### src/sv/hsl_pkg.sv
// ----------------------------------------------------------------------------
// hsl_pkg
// Types, constants and helper functions for the HSL to RGB converter.
// ----------------------------------------------------------------------------
package hsl_pkg;

  localparam int HUE_W  = 9;
  localparam int UNIT_W = 13;
  localparam int CHAN_W = 8;
  localparam int K_W    = 6;

  localparam logic [HUE_W-1:0]  DEG_WRAP   = HUE_W'(360);
  localparam logic [HUE_W:0]    DEG_WRAP_X = (HUE_W+1)'(360);
  localparam logic [HUE_W-1:0]  SEG_DEG    = HUE_W'(60);
  localparam logic [HUE_W-1:0]  DEG_FLAT   = HUE_W'(180);
  localparam logic [HUE_W-1:0]  DEG_FALL   = HUE_W'(240);
  localparam logic [HUE_W:0]    DEG_THIRD  = (HUE_W+1)'(120);
  localparam logic [HUE_W:0]    DEG_2THIRD = (HUE_W+1)'(240);
  localparam logic [CHAN_W-1:0] CHAN_MAX   = CHAN_W'(255);

  typedef struct packed {
    logic [HUE_W-1:0]  hue_degrees;
    logic [UNIT_W-1:0] saturation;
    logic [UNIT_W-1:0] lightness;
  } hsl_in_t;

  typedef struct packed {
    logic [CHAN_W-1:0] red;
    logic [CHAN_W-1:0] green;
    logic [CHAN_W-1:0] blue;
  } hsl_out_t;

  // Folds an angle of 0..599 back into 0..359.
  function automatic logic [HUE_W-1:0] wrap_deg(input logic [HUE_W:0] t);
    logic [HUE_W:0] r;
    r = (t >= DEG_WRAP_X) ? (t - DEG_WRAP_X) : t;
    return r[HUE_W-1:0];
  endfunction

  // Weight of (m2 - m1) in the ramp, in sixtieths: value*60 = m1*60 + d*k.
  function automatic logic [K_W-1:0] ramp_k(input logic [HUE_W-1:0] t);
    logic [HUE_W-1:0] r;
    if (t < SEG_DEG) begin
      r = t;
    end else if (t < DEG_FLAT) begin
      r = SEG_DEG;
    end else if (t < DEG_FALL) begin
      r = DEG_FALL - t;
    end else begin
      r = '0;
    end
    return r[K_W-1:0];
  endfunction

endpackage

### src/sv/hsl_to_rgb_converter.sv
// ----------------------------------------------------------------------------
// hsl_to_rgb_converter
// Four-stage pipeline that turns an HSL color into 8-bit RGB, exactly.
// ----------------------------------------------------------------------------
//
//  channel | direction | word       | handshake
//  --------+-----------+------------+-----------------------
//  in_     | input     | hsl_in_t   | in_valid / in_stall
//  out_    | output    | hsl_out_t  | out_valid / out_stall
//
//  One word enters per cycle while in_stall is low; each result passes through
//  the stages in order (lightness times saturation product, m1/m2, ramp multiply,
//  scale by 255/60) and is taken when the output is not stalled.
//  Reset clears only the stage valid bits; the pipeline is empty after reset.
//  Each stage holds while the next one is full and blocked, so bubbles close
//  up under a stall and the input keeps moving until the pipe is full.
//
module hsl_to_rgb_converter #(
  parameter int FRAC_BITS = 12
) (
  input  logic               clk,
  input  logic               rst_n,
  input  logic               in_valid,
  output logic               in_stall,
  input  hsl_pkg::hsl_in_t   in_data,
  output logic               out_valid,
  input  logic               out_stall,
  output hsl_pkg::hsl_out_t  out_data
);
  import hsl_pkg::*;

  localparam int CW     = FRAC_BITS + 1;
  localparam int WIDE_W = (UNIT_W > CW) ? UNIT_W : CW;
  localparam int MX_W   = 2 * FRAC_BITS + 2;
  localparam int M_W    = 2 * FRAC_BITS + 1;
  localparam int NUM_W  = 2 * FRAC_BITS + 6;
  localparam int PRD_W  = NUM_W + 5;
  localparam int SHR    = 2 * FRAC_BITS + 2;

  localparam logic [WIDE_W-1:0] ONE_WIDE = WIDE_W'(1) << FRAC_BITS;
  localparam logic [CW-1:0]     ONE_Q    = CW'(1) << FRAC_BITS;
  localparam logic [CW-1:0]     HALF_Q   = CW'(1) << (FRAC_BITS - 1);

  // Per-stage ready: a stage loads when it is empty or its successor loads.
  logic rdy1, rdy2, rdy3, rdy4;
  logic v1_r, v2_r, v3_r, v4_r;

  assign rdy4     = !v4_r || !out_stall;
  assign rdy3     = !v3_r || rdy4;
  assign rdy2     = !v2_r || rdy3;
  assign rdy1     = !v1_r || rdy2;
  assign in_stall = !rdy1;
  assign out_valid = v4_r;

  // Stage 1: clamp, hue weights, lightness times saturation.
  logic [WIDE_W-1:0] s_ext, l_ext;
  logic [CW-1:0]     s_cl, l_cl;
  logic [HUE_W-1:0]  hue_w;
  logic [K_W-1:0]    kr_nxt, kg_nxt, kb_nxt;
  logic [K_W-1:0]    kr1_r, kg1_r, kb1_r;
  logic [CW-1:0]     s1_r, l1_r;
  logic [MX_W-1:0]   ls1_r;

  always_comb begin
    s_ext  = WIDE_W'(in_data.saturation);
    l_ext  = WIDE_W'(in_data.lightness);
    s_cl   = (s_ext > ONE_WIDE) ? ONE_Q : s_ext[CW-1:0];
    l_cl   = (l_ext > ONE_WIDE) ? ONE_Q : l_ext[CW-1:0];
    hue_w  = wrap_deg({1'b0, in_data.hue_degrees});
    kr_nxt = ramp_k(wrap_deg({1'b0, hue_w} + DEG_THIRD));
    kg_nxt = ramp_k(hue_w);
    kb_nxt = ramp_k(wrap_deg({1'b0, hue_w} + DEG_2THIRD));
  end

  always_ff @(posedge clk) begin
    if (!rst_n) begin
      v1_r <= 1'b0;
    end else if (rdy1) begin
      v1_r <= in_valid;
    end
    if (rdy1 && in_valid) begin
      kr1_r <= kr_nxt;
      kg1_r <= kg_nxt;
      kb1_r <= kb_nxt;
      s1_r  <= s_cl;
      l1_r  <= l_cl;
      ls1_r <= MX_W'(l_cl) * MX_W'(s_cl);
    end
  end

  // Stage 2: m2, m1 and their difference, all over ONE squared.
  logic [MX_W-1:0] l_x, s_x, m2_x, m1_x, d_x;
  logic [M_W-1:0]  m1_2_r, d2_r;
  logic [K_W-1:0]  kr2_r, kg2_r, kb2_r;

  always_comb begin
    l_x = MX_W'(l1_r) << FRAC_BITS;
    s_x = MX_W'(s1_r) << FRAC_BITS;
    if (l1_r <= HALF_Q) begin
      m2_x = l_x + ls1_r;
    end else begin
      m2_x = l_x + s_x - ls1_r;
    end
    m1_x = (l_x << 1) - m2_x;
    d_x  = m2_x - m1_x;
  end

  always_ff @(posedge clk) begin
    if (!rst_n) begin
      v2_r <= 1'b0;
    end else if (rdy2) begin
      v2_r <= v1_r;
    end
    if (rdy2 && v1_r) begin
      m1_2_r <= m1_x[M_W-1:0];
      d2_r   <= d_x[M_W-1:0];
      kr2_r  <= kr1_r;
      kg2_r  <= kg1_r;
      kb2_r  <= kb1_r;
    end
  end

  // Stage 3: ramp value times 60 for each channel.
  logic [NUM_W-1:0] base60, nr_nxt, ng_nxt, nb_nxt;
  logic [NUM_W-1:0] nr3_r, ng3_r, nb3_r;

  always_comb begin
    base60 = (NUM_W'(m1_2_r) << 6) - (NUM_W'(m1_2_r) << 2);
    nr_nxt = base60 + NUM_W'(d2_r) * NUM_W'(kr2_r);
    ng_nxt = base60 + NUM_W'(d2_r) * NUM_W'(kg2_r);
    nb_nxt = base60 + NUM_W'(d2_r) * NUM_W'(kb2_r);
  end

  always_ff @(posedge clk) begin
    if (!rst_n) begin
      v3_r <= 1'b0;
    end else if (rdy3) begin
      v3_r <= v2_r;
    end
    if (rdy3 && v2_r) begin
      nr3_r <= nr_nxt;
      ng3_r <= ng_nxt;
      nb3_r <= nb_nxt;
    end
  end

  // Stage 4: 255/60 is 17/4, so the byte is (17 * num) >> (2F + 2).
  function automatic logic [CHAN_W-1:0] to_byte(input logic [NUM_W-1:0] num);
    logic [PRD_W-1:0]  prd;
    logic [CHAN_W:0]   hi;
    prd = (PRD_W'(num) << 4) + PRD_W'(num);
    hi  = prd[PRD_W-1:SHR];
    return hi[CHAN_W] ? CHAN_MAX : hi[CHAN_W-1:0];
  endfunction

  hsl_out_t out_r;

  always_ff @(posedge clk) begin
    if (!rst_n) begin
      v4_r <= 1'b0;
    end else if (rdy4) begin
      v4_r <= v3_r;
    end
    if (rdy4 && v3_r) begin
      out_r.red   <= to_byte(nr3_r);
      out_r.green <= to_byte(ng3_r);
      out_r.blue  <= to_byte(nb3_r);
    end
  end

  assign out_data = out_r;

endmodule

### config.mk
export PLATFORM = sky130hd
export DESIGN_NAME = hsl_to_rgb_converter
export DESIGN_NICKNAME = d
export VERILOG_FILES = /design/src/sv/hsl_pkg.sv /design/src/sv/hsl_to_rgb_converter.sv
export SDC_FILE = /design/constraint.sdc
export NUM_CORES = 2
export LEC_CHECK = 0
export ABC_AREA = 1
export BUFFER_PORTS_ARGS = -buffer_cell sky130_fd_sc_hd__buf_2
export CAP_MARGIN = 20
export CORE_AREA = 2 2 334 336
export CTS_BUF_LIST = sky130_fd_sc_hd__clkbuf_2
export DETAILED_ROUTE_END_ITERATION = 10
export DIE_AREA = 0 0 336 338
export HOLD_SLACK_MARGIN = 0.05
export PLACE_DENSITY_LB_ADDON = 0.08
export SLEW_MARGIN = 20
export SYNTH_ARGS = -nofsm -noshare
export SYNTH_HDL_FRONTEND = slang
export SYNTH_SLANG_ARGS = --single-unit
### constraint.sdc
create_clock -name clk -period 14.95 [get_ports clk]
set_clock_uncertainty 0.1 [all_clocks]
set_input_delay 1.495 -clock clk [delete_from_list [all_inputs] [get_ports clk]]
set_output_delay 1.495 -clock clk [all_outputs]
set_load 0.01 [all_outputs]
==> flow_metrics.env <==
export IMPL_clk_latency_ns=1.18
export IMPL_grt_pass1_wl_um=169000
export IMPL_cts_repair_resized=0
export IMPL_synthCells=4763
export IMPL_ant_nets=0
export IMPL_start_kind="input pin"
export IMPL_fin_crit_sh_pct=49.1
export IMPL_fin_tns_setup_ns=0
export IMPL_slew_violations=0
export IMPL_cts_buffers=74
export IMPL_layout_drive_gt1_share_pct=6.96
export IMPL_synth_area_per_cell_um2=8.01
export IMPL_vias=30000
export IMPL_min_path_type="reg2reg"
export IMPL_path_delay_family="adder cells"
export IMPL_cp_end_kind="flip-flop"
export IMPL_ys_top_cells_by_area="fa_1 (25%), edfxtp_1 (19%), ha_1 (11%), nand2_1 (11%), inv_1 (11%)"
export IMPL_drv_cap=0
export IMPL_syn_area_um2=38100
export IMPL_antenna_found_initial=2
export IMPL_avgRoutedWirePerCell_um=16.6
export IMPL_cpMaxStageDelayCell="fa_1"
export IMPL_portBuffers=64
export IMPL_hold_viol_final=0
export IMPL_finalCriticalPeriod_ns=7.34
export IMPL_layout_commonest_cell="nand2_1"
export IMPL_worstPathMaxFanout=12
export IMPL_pre_cts_ws_ns=6.33
export IMPL_htreeDepth=3
export IMPL_setup_ws_ns=7.61
export IMPL_post_cts_buffers=0
export IMPL_vias_per_cell=4.68
export IMPL_clock_sinks=251
export IMPL_dr_first_iter_drc_count=1344
export IMPL_place_area_um2=40400
export IMPL_cts_hold_buf=0
export IMPL_synth_flop_cell="edfxtp_1"
export IMPL_area_growth_pct=7.71
export IMPL_critPathArrivalTime_ns=8.14
export IMPL_wl_um=106000
export IMPL_criticalPathCategory="in2reg"
export IMPL_design_area_um2=41100
export IMPL_grt_max_degree=65
export IMPL_gr_total_overflow=0
export IMPL_ios=65
export IMPL_cts_root_buf="clkbuf_2"
export IMPL_cpPeakStageDelay_ns=0.55
export IMPL_layout_common_cells="nand2_1 (1,107), inv_1 (1,092), fa_1 (481)"
export IMPL_die_w_um=336
export IMPL_relSlewSlack_pct=31.7
export IMPL_nets=5727
export IMPL_track_usage_pct=19.1
export IMPL_first_pass_iters=7
export IMPL_grt_pass1_vias=30900
export IMPL_synthArstFlopShare_pct=0
export IMPL_clockBufferDepth=3
export IMPL_drc=0
export IMPL_fmax_ghz=0.136
export IMPL_yosysTopAreaCell="fa_1"
export IMPL_rsz0062_at_grt="no"
export IMPL_ys_ff_latch=251
export IMPL_place_hpwl_um=88400
export IMPL_gp_congestion=0.857
export IMPL_ys_seq_area_share_pct=19.7
export IMPL_required_ns=15.74
export IMPL_die_height_um=338
export IMPL_cts_tree="built"
export IMPL_cp_num_buf_inv=5
export IMPL_start_util_pct=34.7
export IMPL_synth_cell_types=59
export IMPL_utilization_pct=37.3
export IMPL_yosysTopAreaCellShare_pct=25.2
export IMPL_worst_pin_slew_ns=1.02
export IMPL_clk_pin_slew_ns=0.09
export IMPL_fp_row_count=122
export IMPL_n_fill_cell=11700
export IMPL_outcome="finished clean"
export IMPL_setup_violations=0
export IMPL_coreArea_um2=110000
export IMPL_dieArea_um2=114000
export IMPL_ys_warn_count=0
export IMPL_synth_edff_count=247
-- cell type report --
cell class | count | area [um^2] | share of cell area (%)
Antenna cell | 5 | 12.5 | 0.0305
Tap cell | 1488 | 1860 | 4.53
Timing Repair Buffer | 114 | 716 | 1.74
Sequential cell | 251 | 7500 | 18.2
Clock buffer | 103 | 515 | 1.25
Multi-Input combinational cell | 3301 | 26100 | 63.6
Clock inverter | 25 | 169 | 0.411
Inverter | 1117 | 4200 | 10.2
-- per-stage QoR --
stage	instances	hold slack (ns)
global placement	6270	0.304
global route	6404	0.310
floorplan	4770	0.300
detailed placement	6270	0.305
CTS	6398	0.275
finish	6404	0.322
-- registers in the layout, indices dropped and copies added (netlist names), 13 cells and up --
signal	cells
d2_r	24
ls1_r	25
out_data	24
m1_2_r	25
nr3_r	29
l1_r	13
nb3_r	29
ng3_r	29
s1_r	13
-- logic make-up (layout without fill, tap and decap cells) --
logic type	count (synthesis)	after routing	synth area share, %
simple gates	1716	1716	18.9
buf+inv	1218	1359	12.0
fa+ha+maj	829	829	36.7
compound gates	548	548	8.10
flops	251	251	19.7
xor+xnor	199	199	4.59
other cells	2	14	0.0197
-- per-layer routing --
metal,global-route usage (%),share of wire (%)
met2,35.2,51
met3,2.08,2.9
met1,23.6,44
met5,0,0
met4,5.26,2.4
-- worst register-to-register path, delay by kind of cell (launching register included) --
kind                     cells  cell delay, ns
adder cells (fa/ha/maj)      5            2.33
AO/OA/AOI/OAI                7            2.28
flip-flops                   1            0.99
XOR/XNOR                     1            0.34
AND/OR/NAND/NOR              2            0.26
buffers and inverters        3            0.15
-- worst paths after layout --
path / cells past startpoint / slack [ns] / start / end
worst max-delay path: 26 / 7.61 / in_data[21] / ls1_r[21]$_DFFE_PP_
worst min register to register: 0 / 0.32 / kr1_r[2]$_DFFE_PP_ / kr2_r[2]$_DFFE_PP_
worst max register to register: 18 / 8.30 / d2_r[2]$_DFFE_PP_ / ng3_r[27]$_DFFE_PP_
worst min-delay path: 0 / 0.32 / kr1_r[2]$_DFFE_PP_ / kr2_r[2]$_DFFE_PP_
-- synth_stat cells (11+ instances only) --
| master | n |
|---|---|
| a31oi_1 | 25 |
| edfxtp_1 | 247 |
| xor2_1 | 126 |
| o21bai_1 | 14 |
| or2_2 | 17 |
| clkinv_1 | 12 |
| nor4_1 | 22 |
| nand3_1 | 167 |
| o21ai_0 | 133 |
| fa_1 | 481 |
| nor2_1 | 245 |
| a21oi_1 | 269 |
| nand3b_1 | 12 |
| o21a_1 | 13 |
| xnor2_1 | 72 |
| nand2_1 | 1107 |
| a21o_1 | 16 |
| inv_2 | 11 |
| nor2_2 | 11 |
| nand2_2 | 30 |
| o21ai_1 | 12 |
| clkbuf_1 | 94 |
| nand4_1 | 36 |
| nor3_1 | 38 |
| inv_1 | 1093 |
| ha_1 | 348 |
Power is left out: the tool's default activity adds up to more than one toggle a clock period on the data nets, which glitch-free logic cannot reach.
